--- config.mk ---
export PLATFORM = sky130hd
export DESIGN_NAME = msb_first_bit_packer_with_varint_flat
export DESIGN_NICKNAME = d
export VERILOG_FILES = /design/src/hdl/mbp_pkg.sv /design/src/hdl/mbp_item_if.sv /design/src/hdl/mbp_result_if.sv /design/src/hdl/msb_first_bit_packer_with_varint.sv /design/src/hdl/mbp_ctrl.sv /design/src/hdl/mbp_dp.sv /design/src/flat_wrapper.sv
export SDC_FILE = /design/constraint.sdc
export NUM_CORES = 1
export LEC_CHECK = 0
export ABC_AREA = 1
export BUFFER_PORTS_ARGS = -buffer_cell sky130_fd_sc_hd__buf_2
export CAP_MARGIN = 20
export CORE_MARGIN = 8
export CORE_UTILIZATION = 53
export DETAILED_ROUTE_END_ITERATION = 10
export GPL_ROUTABILITY_DRIVEN = 0
export GPL_TIMING_DRIVEN = 1
export PLACE_DENSITY = 0.78
export SLEW_MARGIN = 10
export SYNTH_ARGS = -nofsm -noshare
export SYNTH_HDL_FRONTEND = slang
export SYNTH_SLANG_ARGS = --single-unit
export TNS_END_PERCENT = 10
--- constraint.sdc ---
create_clock -name clk -period 5.14 [get_ports clk]
set_clock_uncertainty 0.2 [all_clocks]
set_input_delay 1.028 -clock clk [delete_from_list [all_inputs] [get_ports clk]]
set_output_delay 1.028 -clock clk [all_outputs]
set_load 0.02 [all_outputs]
--- src/hdl/mbp_pkg.sv ---
// package: shared types and constants of the msb-first bit packer
`timescale 1ns / 1ps
package mbp_pkg;

  localparam int CMD_W   = 2;
  localparam int VALUE_W = 64;
  localparam int COUNT_W = 7;
  localparam int BYTE_W  = 8;

  // item commands
  localparam logic [CMD_W-1:0] CMD_BITS   = 2'd0;
  localparam logic [CMD_W-1:0] CMD_VARINT = 2'd1;
  localparam logic [CMD_W-1:0] CMD_FLUSH  = 2'd2;
  localparam logic [CMD_W-1:0] CMD_NONE   = 2'd3;

  // largest field length that cmd 0 appends
  localparam logic [COUNT_W-1:0] MAX_FIELD = 7'd64;
  // varint group size and byte length
  localparam int                 GROUP_W   = 7;
  localparam logic [COUNT_W-1:0] VBYTE_LEN = 7'd8;

  // controller to datapath commands
  typedef struct packed {
    logic load;       // capture an accepted item
    logic step;       // move source bits into the accumulator
    logic group;      // load the next varint group
    logic emit_held;  // send the held byte, not last
    logic emit_byte;  // send the top accumulator byte
    logic hold_byte;  // park the final byte of a word
    logic finish;     // send the held byte as the last one
  } dp_cmd_t;

  // datapath to controller status
  typedef struct packed {
    logic full;        // current step completes a word
    logic src_empty;   // no source bits left
    logic vmore;       // another varint group is to come
    logic held_valid;  // a byte is parked
    logic last_idx;    // byte index points at the final byte of the word
    logic out_free;    // output register can take a byte
  } dp_sts_t;

endpackage

--- src/hdl/mbp_item_if.sv ---
// interface: input item channel
`timescale 1ns / 1ps
interface mbp_item_if;
  logic                         valid;
  logic                         ready;
  logic [mbp_pkg::CMD_W-1:0]    cmd;
  logic [mbp_pkg::VALUE_W-1:0]  value;
  logic [mbp_pkg::COUNT_W-1:0]  bit_count;

  modport source (output valid, output cmd, output value, output bit_count, input ready);
  modport sink   (input valid, input cmd, input value, input bit_count, output ready);
endinterface

--- src/hdl/mbp_result_if.sv ---
// interface: output byte channel
`timescale 1ns / 1ps
interface mbp_result_if;
  logic                        valid;
  logic                        ready;
  logic [mbp_pkg::BYTE_W-1:0]  out_byte;
  logic                        last_byte;

  modport source (output valid, output out_byte, output last_byte, input ready);
  modport sink   (input valid, input out_byte, input last_byte, output ready);
endinterface

--- src/hdl/msb_first_bit_packer_with_varint.sv ---
// top level: msb-first bit packer with unsigned varint encoding
`timescale 1ns / 1ps
// Usage:
//   item channel (valid/ready) takes a command, a 64-bit value and a bit count:
//   cmd 0 appends the low bit_count bits (counts above 64 act as 64), cmd 1
//   appends the value as an unsigned LEB128 varint, cmd 2 zero-pads to the next
//   word boundary (a whole zero word when nothing is pending), cmd 3 is a no-op.
//   result channel (valid/ready) carries one byte per transfer, most significant
//   byte of each completed word first; last_byte marks an item's final byte.
//   Items that complete no word produce no transfer.
// Flow:
//   an item holds the input through take, append and close, plus a group load
//   and an append per varint group and the byte emission of each completed word;
//   a parked byte is sent ahead of each later word, and an append follows each
//   word that leaves source bits over; the final byte is registered at the close.
//   One shared append shifter and the byte-wide output register serve every
//   item; one item is in work at a time.
//   A finished byte waits in the output register while the next item is taken.
// Reset (synchronous, rst high) empties the pending word and the output
// register. When the receiver stalls, emission pauses with the current byte
// held stable and input stops being taken until the item has drained.
module msb_first_bit_packer_with_varint #(
  parameter int WORD_BITS = 64
) (
  input  logic         clk,
  input  logic         rst,
  mbp_item_if.sink     item,
  mbp_result_if.source result
);

  // word size rounded down to whole bytes and kept within 8..64
  localparam int W_RND = (WORD_BITS / 8) * 8;
  localparam int W_EFF = (W_RND < 8) ? 8 : ((W_RND > 64) ? 64 : W_RND);

  mbp_pkg::dp_cmd_t ctl;
  mbp_pkg::dp_sts_t sts;

  // controller
  mbp_ctrl u_ctrl (
    .clk        (clk),
    .rst        (rst),
    .item_valid (item.valid),
    .item_cmd   (item.cmd),
    .item_ready (item.ready),
    .sts        (sts),
    .ctl        (ctl)
  );

  // datapath
  mbp_dp #(
    .WORD_W (W_EFF)
  ) u_dp (
    .clk            (clk),
    .rst            (rst),
    .ctl            (ctl),
    .sts            (sts),
    .item_cmd       (item.cmd),
    .item_value     (item.value),
    .item_bit_count (item.bit_count),
    .out_ready      (result.ready),
    .out_valid      (result.valid),
    .out_byte       (result.out_byte),
    .out_last       (result.last_byte)
  );

endmodule

--- src/hdl/mbp_ctrl.sv ---
// controller: sequences append, varint groups and byte emission
`timescale 1ns / 1ps
module mbp_ctrl (
  input  logic                       clk,
  input  logic                       rst,
  input  logic                       item_valid,
  input  logic [mbp_pkg::CMD_W-1:0]  item_cmd,
  output logic                       item_ready,
  input  mbp_pkg::dp_sts_t           sts,
  output mbp_pkg::dp_cmd_t           ctl
);

  typedef enum logic [4:0] {
    S_IDLE   = 5'b00001,
    S_APPEND = 5'b00010,
    S_EMIT   = 5'b00100,
    S_VGROUP = 5'b01000,
    S_DONE   = 5'b10000
  } state_t;

  state_t state;
  state_t state_next;

  // state register
  always_ff @(posedge clk) begin
    if (rst) begin
      state <= S_IDLE;
    end else begin
      state <= state_next;
    end
  end

  // next state and commands
  always_comb begin
    state_next = state;
    ctl        = '0;
    item_ready = 1'b0;
    unique case (state)
      S_IDLE: begin
        item_ready = 1'b1;
        if (item_valid && (item_cmd != mbp_pkg::CMD_NONE)) begin
          ctl.load   = 1'b1;
          state_next = S_APPEND;
        end
      end
      S_APPEND: begin
        ctl.step = 1'b1;
        priority if (sts.full) begin
          state_next = S_EMIT;
        end else if (sts.vmore) begin
          state_next = S_VGROUP;
        end else begin
          state_next = S_DONE;
        end
      end
      S_VGROUP: begin
        ctl.group  = 1'b1;
        state_next = S_APPEND;
      end
      S_EMIT: begin
        // release the parked byte of the previous word first
        priority if (sts.held_valid) begin
          ctl.emit_held = sts.out_free;
        end else if (!sts.last_idx) begin
          ctl.emit_byte = sts.out_free;
        end else begin
          ctl.hold_byte = 1'b1;
          priority if (!sts.src_empty) begin
            state_next = S_APPEND;
          end else if (sts.vmore) begin
            state_next = S_VGROUP;
          end else begin
            state_next = S_DONE;
          end
        end
      end
      S_DONE: begin
        if (sts.held_valid) begin
          if (sts.out_free) begin
            ctl.finish = 1'b1;
            state_next = S_IDLE;
          end
        end else begin
          state_next = S_IDLE;
        end
      end
      default: begin
        state_next = S_IDLE;
      end
    endcase
  end

`ifndef SYNTH
  // a byte is only sent when the output register can take it
  a_emit_free: assert property (@(posedge clk) disable iff (rst)
    (ctl.emit_held || ctl.emit_byte || ctl.finish) |-> sts.out_free)
    else $error("byte sent into a busy output register");

  // a new item is only taken with no byte parked from the previous one
  a_idle_clean: assert property (@(posedge clk) disable iff (rst)
    (item_ready && item_valid) |-> !sts.held_valid)
    else $error("item accepted with a parked byte");
`endif

endmodule

--- src/hdl/mbp_dp.sv ---
// datapath: bit accumulator, source shifter, varint splitter, output register
`timescale 1ns / 1ps
module mbp_dp #(
  parameter int WORD_W = 64
) (
  input  logic                         clk,
  input  logic                         rst,
  input  mbp_pkg::dp_cmd_t             ctl,
  output mbp_pkg::dp_sts_t             sts,
  input  logic [mbp_pkg::CMD_W-1:0]    item_cmd,
  input  logic [mbp_pkg::VALUE_W-1:0]  item_value,
  input  logic [mbp_pkg::COUNT_W-1:0]  item_bit_count,
  input  logic                         out_ready,
  output logic                         out_valid,
  output logic [mbp_pkg::BYTE_W-1:0]   out_byte,
  output logic                         out_last
);

  localparam int VW      = mbp_pkg::VALUE_W;
  localparam int CW      = mbp_pkg::COUNT_W;
  localparam int BW      = mbp_pkg::BYTE_W;
  localparam int N_BYTES = WORD_W / 8;
  localparam int BIDX_W  = (N_BYTES > 1) ? $clog2(N_BYTES) : 1;
  localparam logic [BIDX_W-1:0] BIDX_LAST = BIDX_W'(N_BYTES - 1);
  localparam logic [CW-1:0]     WORD_LEN  = CW'(WORD_W);
  localparam logic [VW-1:0]     WORD_MASK = ~({VW{1'b1}} >> WORD_W);

  logic [VW-1:0]     acc;
  logic [CW-2:0]     count;
  logic [VW-1:0]     src;
  logic [CW-1:0]     src_n;
  logic [VW-1:0]     vrem;
  logic              vmore;
  logic [BW-1:0]     held;
  logic              held_valid;
  logic [BIDX_W-1:0] bidx;

  logic [CW:0]       fill_sum;
  logic              full;
  logic [CW-1:0]     room;
  logic [CW-1:0]     take;
  logic [CW-1:0]     field_n;
  logic              grp_more;
  logic              out_load;

  // append step arithmetic
  always_comb begin
    fill_sum = {2'b00, count} + {1'b0, src_n};
    full     = fill_sum >= {1'b0, WORD_LEN};
    room     = WORD_LEN - {1'b0, count};
    take     = full ? room : src_n;
    field_n  = (item_bit_count > mbp_pkg::MAX_FIELD) ? mbp_pkg::MAX_FIELD : item_bit_count;
    grp_more = |vrem[VW-1:mbp_pkg::GROUP_W];
    out_load = ctl.emit_held || ctl.emit_byte || ctl.finish;
  end

  // accumulator and fill count
  always_ff @(posedge clk) begin
    if (rst) begin
      acc   <= '0;
      count <= '0;
    end else if (ctl.step) begin
      acc   <= (acc | (src >> count)) & WORD_MASK;
      count <= full ? '0 : fill_sum[CW-2:0];
    end else if (ctl.emit_byte || ctl.hold_byte) begin
      acc   <= acc << BW;
    end
  end

  // source bits, left-aligned, and remaining length
  always_ff @(posedge clk) begin
    if (rst) begin
      src_n <= '0;
      vmore <= 1'b0;
    end else if (ctl.load) begin
      unique case (item_cmd)
        mbp_pkg::CMD_BITS: begin
          src_n <= field_n;
          vmore <= 1'b0;
        end
        mbp_pkg::CMD_VARINT: begin
          src_n <= '0;
          vmore <= 1'b1;
        end
        mbp_pkg::CMD_FLUSH: begin
          src_n <= room;
          vmore <= 1'b0;
        end
        default: begin
          src_n <= '0;
          vmore <= 1'b0;
        end
      endcase
    end else if (ctl.group) begin
      src_n <= mbp_pkg::VBYTE_LEN;
      vmore <= grp_more;
    end else if (ctl.step) begin
      src_n <= src_n - take;
    end
  end

  // source and varint payload
  always_ff @(posedge clk) begin
    if (ctl.load) begin
      src  <= (item_cmd == mbp_pkg::CMD_BITS) ? (item_value << (mbp_pkg::MAX_FIELD - field_n))
                                              : '0;
      vrem <= item_value;
    end else if (ctl.group) begin
      src  <= {grp_more, vrem[mbp_pkg::GROUP_W-1:0], {(VW-BW){1'b0}}};
      vrem <= vrem >> mbp_pkg::GROUP_W;
    end else if (ctl.step) begin
      src  <= src << take;
    end
  end

  // byte index within the word and parked final byte
  always_ff @(posedge clk) begin
    if (rst) begin
      bidx       <= '0;
      held_valid <= 1'b0;
    end else begin
      if (ctl.emit_byte) begin
        bidx <= bidx + 1'b1;
      end else if (ctl.hold_byte) begin
        bidx <= '0;
      end
      if (ctl.hold_byte) begin
        held_valid <= 1'b1;
      end else if (ctl.emit_held || ctl.finish) begin
        held_valid <= 1'b0;
      end
    end
  end

  always_ff @(posedge clk) begin
    if (ctl.hold_byte) begin
      held <= acc[VW-1:VW-BW];
    end
  end

  // output register
  always_ff @(posedge clk) begin
    if (rst) begin
      out_valid <= 1'b0;
    end else if (out_load) begin
      out_valid <= 1'b1;
    end else if (out_ready) begin
      out_valid <= 1'b0;
    end
  end

  always_ff @(posedge clk) begin
    if (out_load) begin
      out_byte <= ctl.emit_byte ? acc[VW-1:VW-BW] : held;
      out_last <= ctl.finish;
    end
  end

  // status to the controller
  always_comb begin
    sts.full       = full;
    sts.src_empty  = (src_n == '0);
    sts.vmore      = vmore;
    sts.held_valid = held_valid;
    sts.last_idx   = (bidx == BIDX_LAST);
    sts.out_free   = !out_valid || out_ready;
  end

`ifndef SYNTH
  // a completed word clears the fill count
  a_full_clears: assert property (@(posedge clk) disable iff (rst)
    (ctl.step && full) |=> (count == '0))
    else $error("fill count not cleared after a full word");

  // all bytes of a word shifted out once the final one is parked
  a_word_drained: assert property (@(posedge clk) disable iff (rst)
    ctl.hold_byte |=> (acc == '0) && held_valid)
    else $error("accumulator not empty after word drain");

  // the item's final byte goes out from the parked byte
  a_finish_last: assert property (@(posedge clk) disable iff (rst)
    ctl.finish |=> out_valid && out_last && !held_valid)
    else $error("last byte not presented on finish");

  // fill count stays below the word size
  a_count_range: assert property (@(posedge clk) disable iff (rst)
    {1'b0, count} < WORD_LEN)
    else $error("fill count reached the word size");
`endif

endmodule

--- src/flat_wrapper.sv ---
// flat-port wrapper written by rule: the top's interface ports become plain ports
module msb_first_bit_packer_with_varint_flat 
#(
  parameter int WORD_BITS = 64
)
  (clk, rst, item_valid, item_cmd, item_value, item_bit_count, item_ready, result_valid, result_out_byte, result_last_byte, result_ready);
  mbp_item_if item_i ();
  mbp_result_if result_i ();
  input  logic clk;
  input  logic rst;
  input wire logic [$bits(item_i.valid)-1:0] item_valid;
  input wire logic [$bits(item_i.cmd)-1:0] item_cmd;
  input wire logic [$bits(item_i.value)-1:0] item_value;
  input wire logic [$bits(item_i.bit_count)-1:0] item_bit_count;
  output wire logic [$bits(item_i.ready)-1:0] item_ready;
  output wire logic [$bits(result_i.valid)-1:0] result_valid;
  output wire logic [$bits(result_i.out_byte)-1:0] result_out_byte;
  output wire logic [$bits(result_i.last_byte)-1:0] result_last_byte;
  input wire logic [$bits(result_i.ready)-1:0] result_ready;
  assign item_i.valid = item_valid;
  assign item_i.cmd = item_cmd;
  assign item_i.value = item_value;
  assign item_i.bit_count = item_bit_count;
  assign item_ready = item_i.ready;
  assign result_valid = result_i.valid;
  assign result_out_byte = result_i.out_byte;
  assign result_last_byte = result_i.last_byte;
  assign result_i.ready = result_ready;
  msb_first_bit_packer_with_varint #(.WORD_BITS(WORD_BITS)) u_core (.clk(clk), .rst(rst), .item(item_i), .result(result_i));
endmodule
==> flow_metrics.tcl <==
set metrics [dict create \
    period_share_pct 90.3 \
    clk_latency_ns 0.57 \
    start_util_pct 53.4 \
    max-vdd-ir-drop_v 0.000264 \
    core_um2 40600 \
    cts_tree "yes" \
    antenna_found_initial 2 \
    vias_per_cell 6.14 \
    final.setup.tns_ns 0 \
    critical_path_class "flip-flop to flip-flop" \
    portBuffers 87 \
    drc 0 \
    cp.required_ns 5.37 \
    seqCellArea_um2 6120 \
    drive_above_1_share_pct 7.72 \
    placed_area_um2 22300 \
    synthCells 3550 \
    maxSlewHeadroom_pct 37.5 \
    status "completed" \
    design_area_um2 23200 \
    routed_wirelength_mm 77.1 \
    diodes 0 \
    clkSinkCount 233 \
    crit_arrival_ns 4.87 \
    grt_pass1_wl_mm 120 \
    hold_class "flip-flop to flip-flop" \
    met1_usage_pct 38.4 \
    cp-start-kind "flip-flop" \
    hpwlAfterDp_mm 57.1 \
    clock_path_buffers 3 \
    synth_area_per_cell_um2 6.11 \
    fin_cells 4029 \
    grt.met2_usage_pct 49.8 \
    synth.ff_latch_count 233 \
    overflow 0 \
    grt-busiest-layer "met2" \
    tightest_slew_ns 0.925 \
    via_count 24700 \
    clockRootBuffer "clkbuf_16" \
    path_max_fanout 17 \
    setup_viol_count_final 0 \
    multi_input_comb_area_um2 13600 \
    power_density_nw_per_um2 489 \
    seq_area_frac_synth_pct 28.2 \
    placedCellCount 3980 \
    synth_area_um2 21700 \
    syn_nets 3641 \
    dieArea_um2 47700 \
    fill_cells 4009 \
    nets 3568 \
    p_leak_nw 10.4 \
    cts-resized-gates 0 \
    cp-end-kind "flip-flop" \
    grt_start_max_net_pins 107 \
    min_period_ns 4.64 \
    use_met3_pct 6.76 \
    dr.pass1.iters 7 \
    grt_util_all_layers_pct 31.3 \
    maxCapViolations 0 \
    grt_pass1_vias 22200 \
    ios 88 \
    syn2layout_area_growth_pct 6.79 \
    fp.dieW_um 218 \
    async_reset_ff_share_pct 0 \
    layout_common_cells "nand2_1, nand3_1, o21ai_0" \
    synth-main-ff-cell "edfxtp_1" \
    synth_edf_count 145 \
    max_freq_ghz 0.216 \
    drtIter0Drc 3425 \
    ys_types 59 \
    cts_setup_buffers 0 \
    synth_warnings 0 \
    die_y_um 218 \
    htreeDepth 1 \
    cts.reportedPaths.clkPinSlew_ns 0.07 \
    routedWlPerCell_um 19.1 \
    rows 74 \
    final_common_cell "nand2_1" \
    hold_viol_final 0 \
    rsz0062_at_grt "false" \
    drtAntennaViolNets 0 \
    cts_buffers 27 \
    cts_hold_buf 0 \
    slew_viol_final 0 \
]
## worst max-delay path: stages, from the launching register on
cell and delay, ns:
dfxtp_1 0.61, ha_1 0.38, a21oi_1 0.24, nand3_1 0.16, nand3_4 0.27, inv_2 0.07, o21ai_1 0.68, inv_1 0.61
nor2_1 0.66, nand3_1 0.40, nand4_1 0.20
## per-stage QoR
step                util (%)  hold WS [ns]  worst slack [ns]  power (W)
CTS                     57.0         0.250             0.893     0.0110
floorplan                  -         0.228             0.144    0.00720
global placement        54.8         0.237             0.812    0.00897
finish                  57.0         0.250             0.501     0.0113
global route            57.0         0.269             0.268     0.0120
detailed placement      54.8         0.241             0.790    0.00901
## flip-flops by register name, summed over array words and instances, names as in the netlist, 3 cells and up
| register | cells |
|---|---|
| u_core.u_ctrl.state | 5 |
| u_core.u_dp.count | 6 |
| u_core.u_dp.bidx | 3 |
| u_core.u_dp.src | 64 |
| u_core.u_dp.out_byte | 8 |
| u_core.u_dp.src_n | 7 |
| u_core.u_dp.vrem | 64 |
| u_core.u_dp.acc | 64 |
| u_core.u_dp.held | 8 |
## final timing paths
check / from / endpoint / slack, ns / depth (start not counted)
min: u_core.u_dp.acc[28] / u_core.u_dp.acc[28] / 0.25 / 2
max reg2reg: u_core.u_dp.count[5] / u_core.u_dp.src[48] / 0.50 / 10
min reg2reg: u_core.u_dp.acc[28] / u_core.u_dp.acc[28] / 0.25 / 2
max: u_core.u_dp.count[5] / u_core.u_dp.src[48] / 0.50 / 10
## cells in the mapped netlist (3+ instances only)
library cell | number | share of area (%)
nor2_4 | 3 | 0.16
buf_4 | 12 | 0.42
nand2_1 | 1198 | 21
a41oi_1 | 8 | 0.32
a31oi_1 | 10 | 0.29
nor2_1 | 129 | 2.2
buf_2 | 51 | 1.2
a221oi_1 | 16 | 0.65
nor4_1 | 16 | 0.46
o221ai_1 | 8 | 0.32
or2_1 | 5 | 0.14
nand4_1 | 26 | 0.75
or2_2 | 27 | 0.78
nor3_1 | 9 | 0.21
a211oi_1 | 7 | 0.24
o211ai_1 | 55 | 1.9
mux2i_1 | 62 | 2.9
inv_1 | 228 | 3.9
nand3_1 | 595 | 14
clkbuf_1 | 151 | 2.6
o21ai_0 | 401 | 9.3
nand3b_1 | 3 | 0.10
and2_1 | 5 | 0.14
buf_1 | 35 | 0.61
edfxtp_1 | 145 | 20
o21a_1 | 9 | 0.31
dfxtp_1 | 88 | 8.1
a21o_1 | 3 | 0.10
o32ai_1 | 3 | 0.12
o21ai_4 | 3 | 0.22
xor2_1 | 5 | 0.20
inv_2 | 14 | 0.24
a21oi_1 | 112 | 2.6
nor2_2 | 3 | 0.087
a22oi_1 | 3 | 0.10
o22ai_1 | 44 | 1.3
buf_6 | 3 | 0.16
nand2_2 | 3 | 0.087
o21ai_1 | 11 | 0.25
xnor2_1 | 4 | 0.16
ha_1 | 13 | 0.75
## power by group
part / total [W] / internal (W) / switching (W)
Clock: 0.00200 / 0.00115 / 0.000841
Combinational: 0.00631 / 0.00187 / 0.00443
Sequential: 0.00302 / 0.00257 / 0.000451
## routing by layer
layer	share of wire, %	vias up
met1	37	11000
met4	7.2	2
met5	0.012	-
met2	45	1427
li1	-	11900
met3	11	374
## cell type report
cell class	count	area share, %
Timing Repair Buffer	150	3.97
Multi-Input combinational cell	2821	58.9
Clock buffer	37	3.34
Clock inverter	12	0.529
Sequential cell	233	26.4
Tap cell	532	2.87
Inverter	244	3.95
## cell families after synthesis
| family | after synthesis | synth area share, % |
|---|---|---|
| xor+xnor | 10 | 0.438 |
| buf+inv | 496 | 9.19 |
| compound gates | 706 | 18.5 |
| simple gates | 2029 | 40.0 |
| fa+ha+maj | 14 | 0.842 |
| flops | 233 | 28.2 |
| mux | 62 | 2.86 |
No activity file was read; power rests on OpenSTA's default activity.
